[config.mk]
export PLATFORM = sky130hd
export DESIGN_NAME = mgc_fxmul
export DESIGN_NICKNAME = d
export VERILOG_FILES = /design/src/hdl/mgc_pkg.sv /design/src/hdl/mgc_fxmul.sv
export SDC_FILE = /design/constraint.sdc
export NUM_CORES = 2
export LEC_CHECK = 0
export BUFFER_PORTS_ARGS = -buffer_cell sky130_fd_sc_hd__buf_2
export CORE_ASPECT_RATIO = 0.7
export CORE_MARGIN = 2
export CORE_UTILIZATION = 40
export DETAILED_ROUTE_END_ITERATION = 12
export GPL_ROUTABILITY_DRIVEN = 0
export PLACE_DENSITY = 0.54
export SLEW_MARGIN = 5
export SYNTH_ARGS = -nofsm -noshare
export SYNTH_HDL_FRONTEND = slang
export SYNTH_SLANG_ARGS = --single-unit
[constraint.sdc]
create_clock -name i_clk -period 13.45 [get_ports i_clk]
set_clock_uncertainty 0.1 [all_clocks]
set_input_delay 1.345 -clock i_clk [delete_from_list [all_inputs] [get_ports i_clk]]
set_output_delay 1.345 -clock i_clk [all_outputs]
set_load 0.05 [all_outputs]
[src/hdl/mgc_pkg.sv]
// Shared types, constants and saturating helpers for the gradient controller.
package mgc_pkg;

    // Iterations of the descent per item
    localparam int GD_ITERATIONS = 5;
    // Step 0.15 and momentum 0.5 in Q16.16
    localparam logic signed [31:0] STEP_ALPHA    = 32'sd9830;
    localparam logic signed [31:0] MOMENTUM_BETA = 32'sd32768;

    // Register indexes of the configuration port
    typedef enum logic [2:0] {
        CFG_A_ROW0   = 3'd0,
        CFG_A_ROW1   = 3'd1,
        CFG_B_PAIR   = 3'd2,
        CFG_C_PAIR   = 3'd3,
        CFG_TRACK_W  = 3'd4,
        CFG_EFFORT_W = 3'd5,
        CFG_FLOOR    = 3'd6,
        CFG_CEILING  = 3'd7
    } t_cfg_idx;

    // Sequencer states
    typedef enum logic [4:0] {
        S_IDLE = 5'b00001,
        S_PRED = 5'b00010,
        S_GRAD = 5'b00100,
        S_FIN  = 5'b01000,
        S_OUT  = 5'b10000
    } t_state;

    // Saturate a 33-bit sum to 32 bits
    function automatic logic signed [31:0] sat33(input logic signed [32:0] v);
        logic signed [31:0] r;
        if (v[32] != v[31]) begin
            r = v[32] ? 32'sh8000_0000 : 32'sh7fff_ffff;
        end else begin
            r = v[31:0];
        end
        return r;
    endfunction

    function automatic logic signed [31:0] sat_add(input logic signed [31:0] a,
                                                   input logic signed [31:0] b);
        logic signed [32:0] s;
        s = {a[31], a} + {b[31], b};
        return sat33(s);
    endfunction

    function automatic logic signed [31:0] sat_sub(input logic signed [31:0] a,
                                                   input logic signed [31:0] b);
        logic signed [32:0] s;
        s = {a[31], a} - {b[31], b};
        return sat33(s);
    endfunction

endpackage

[src/hdl/mgc_fxmul.sv]
// Shared Q16.16 multiplier: round to nearest, saturate, registered result.
module mgc_fxmul
    import mgc_pkg::*;
(
    input  logic               i_clk,
    input  logic signed [31:0] i_a,
    input  logic signed [31:0] i_b,
    output logic signed [31:0] o_p
);

    logic signed [63:0] w_prod;
    logic signed [63:0] w_rnd;
    logic signed [63:0] w_shr;
    logic signed [31:0] n_p;
    logic signed [31:0] r_p;

    // Form the exact product, add half an LSB and floor
    assign w_prod = 64'(i_a) * 64'(i_b);
    assign w_rnd  = w_prod + 64'sd32768;
    assign w_shr  = w_rnd >>> 16;

    // Saturate to 32 bits
    always_comb begin
        if (w_shr > 64'sd2147483647) begin
            n_p = 32'sh7fff_ffff;
        end else if (w_shr < -64'sd2147483648) begin
            n_p = 32'sh8000_0000;
        end else begin
            n_p = w_shr[31:0];
        end
    end

    always_ff @(posedge i_clk) begin
        r_p <= n_p;
    end

    assign o_p = r_p;

endmodule

==> metrics <==
outcome=finished clean; CP top delay family=adder cells; Largest register FFs=32; Starting Density=approximately two fifths; Hold Crit Start=o_p[31]; YS warnings=0; Seq/Total Area, Yosys=1.69%; Max Buffers Root-to-Sink=2; Distinct cells, synth=83; PortBufs=96; violation count after the first detailed-routing iteration=1691; max-cap viol count=0; H-tree depth=2; CTS Hold Bufs=0; full die area=between 90000 and 100000 um2; drt total wl=105000 um; max-slew violation count=0; # DRC=0; Post-DRT Antenna Nets=0; CTS tree=done; WP buf/inv=6; Synth async-reset ratio=0%; WHS Endpoint=o_p[31]; CP Data Required Time=13530 ps; Pre-antenna DRT Iters=5; row cnt=94; Tcrit/Tclk final=82.7%; EDFF count, synth=0; vias in the first global route=between 20000 and 30000; initial antenna violation count=3; Syn Std Cell Area=38000 um2; CTS resizes=0; Most common cell on crit path=fa_1; FILL cells=9387; unrepaired setup endpoints after global routing=false; final global-route overflow total=0; CP Launch Type=primary input; predominant post-synthesis flop cell=dfxtp_1; Period minus WS final=11120 ps; die width=372 um; Final Hold Vio Count=0; Via density=5.02; TritonCTS buffer count=5; Syn Inst Count=4074; clk sink count=32; area grow syn2layout=3.82%; clock-pin slew on the worst setup and hold paths=50 ps; layout cells sized above 1=5.04%; Worst Hold Depth=1; crit end category=flip-flop; worst setup path startpoint=i_a[31]; Avg Cell Area, Syn=9.32 um2; Detail Placement HPWL=around 88000 um; slew of the pin with the lowest slew margin=990 ps; DIE HEIGHT=262 um; CP peak stage delay=1010 ps; Layout Nets=5291; WL per Instance=20.0 um; hold crit path type=flip-flop to output port; CP Class=primary input to flip-flop; final core occ=41.9%; Slew headroom=33.9%; pin count of the biggest net entering global routing=34; Final TNS setup=0 ps; slowest CP cell=fa_1; instance count on the critical path=26; I/O Pins=97; global-route wire length before repair=172000 um; final setup violation count=0; crit path DAT=11200 ps; Vias=between 20000 and 30000; flop and latch count out of synthesis=32; crit path max fanout=31; GRT Total Usage=22.8%; highest clock rate=89.9 MHz; Synthesized Nets=5398; CTS Root Cell=clkbuf_16; postcts setup bufs=0; core area=94000 um2
[logic make-up after synthesis]
logic type	synth area share, %
mux	0.0890
buf+inv	11.7
fa+ha+maj	62.9
xor+xnor	1.29
simple gates	17.4
compound gates	4.94
flops	1.69
[worst max-delay path by stage]
stage | end | slack, ps
after floorplan | o_p[0] | 3660
after global placement | o_p[23] | 2100
after detailed placement | o_p[23] | 2030
after CTS | o_p[23] | 2250
after global routing | o_p[23] | 1610
final | o_p[23] | 2330
[area by class of cell]
class | count | area (um2) | share of cell area [%]
diodes | 1 | 2.50 | 0.00635
clock buffers | 8 | 146 | 0.371
inverters | 929 | 3490 | 8.85
multi-input cells | 2876 | 32900 | 83.5
flip-flops and latches | 32 | 641 | 1.63
well taps | 1248 | 1560 | 3.96
repair buffers | 123 | 683 | 1.73
[cell usage in the layout (no fill, tap or decap), types with 19 or more instances in the layout]
cell,Yosys,final
and2_1,516,516
ha_1,177,177
xnor2_1,37,36
nand4_1,29,29
nor2_1,62,62
buf_4,4,27
nand2_1,574,574
a21oi_1,62,62
o21ai_0,37,37
buf_2,21,96
inv_1,928,928
dfxtp_1,32,32
xor2_1,19,19
nand3_1,45,44
o211ai_2,31,31
fa_1,1082,1082
[synth_stat cells (all sizes together), types with 5 or more instances]
cell type  number  share of area, %
nand3          45              0.59
nor3           16              0.22
ha            177               5.8
nand2         574               5.7
a21oi          69               1.0
and4            5              0.12
a31oi           8              0.13
o21bai          9              0.18
and3           10              0.16
a21o           13              0.26
buf            29              0.47
o31ai           5             0.099
dfxtp          32               1.7
xor2           19              0.44
o211ai         40               1.2
nor4           12              0.23
and2          516               8.5
fa           1082                57
o21a            7              0.14
o21ai          46              0.64
nand2b         14              0.23
a211oi         11              0.26
nor2           62              0.61
inv           929               9.2
clkbuf        208               2.1
xnor2          37              0.85
nand4          30              0.51
or2             5             0.082
[through the flow]
step           hold slack [ps]  setup WS, ps  cells  cell area [um2]
3_3_place_gp              1720          2100   5208            39300
3_5_place_dp              1720          2030   5208            39300
5_1_grt                   2030          1610   5216            39400
4_1_cts                   2010          2250   5216            39400
6_report                  2000          2330   5217            39400
2_1_floorplan             1680          3660   4074            38000
[routing by layer]
metal	global-route usage (%)	wire length, um	up-vias
li1	-	-	11600
met1	35.2	52000	13800
met2	34.7	44700	700
met3	3.31	6270	84
met4	3.06	1660	2
met5	0	18	-
Power is not shown: default switching activity piles up to over one toggle a cycle in this logic, so the estimate is an artifact.
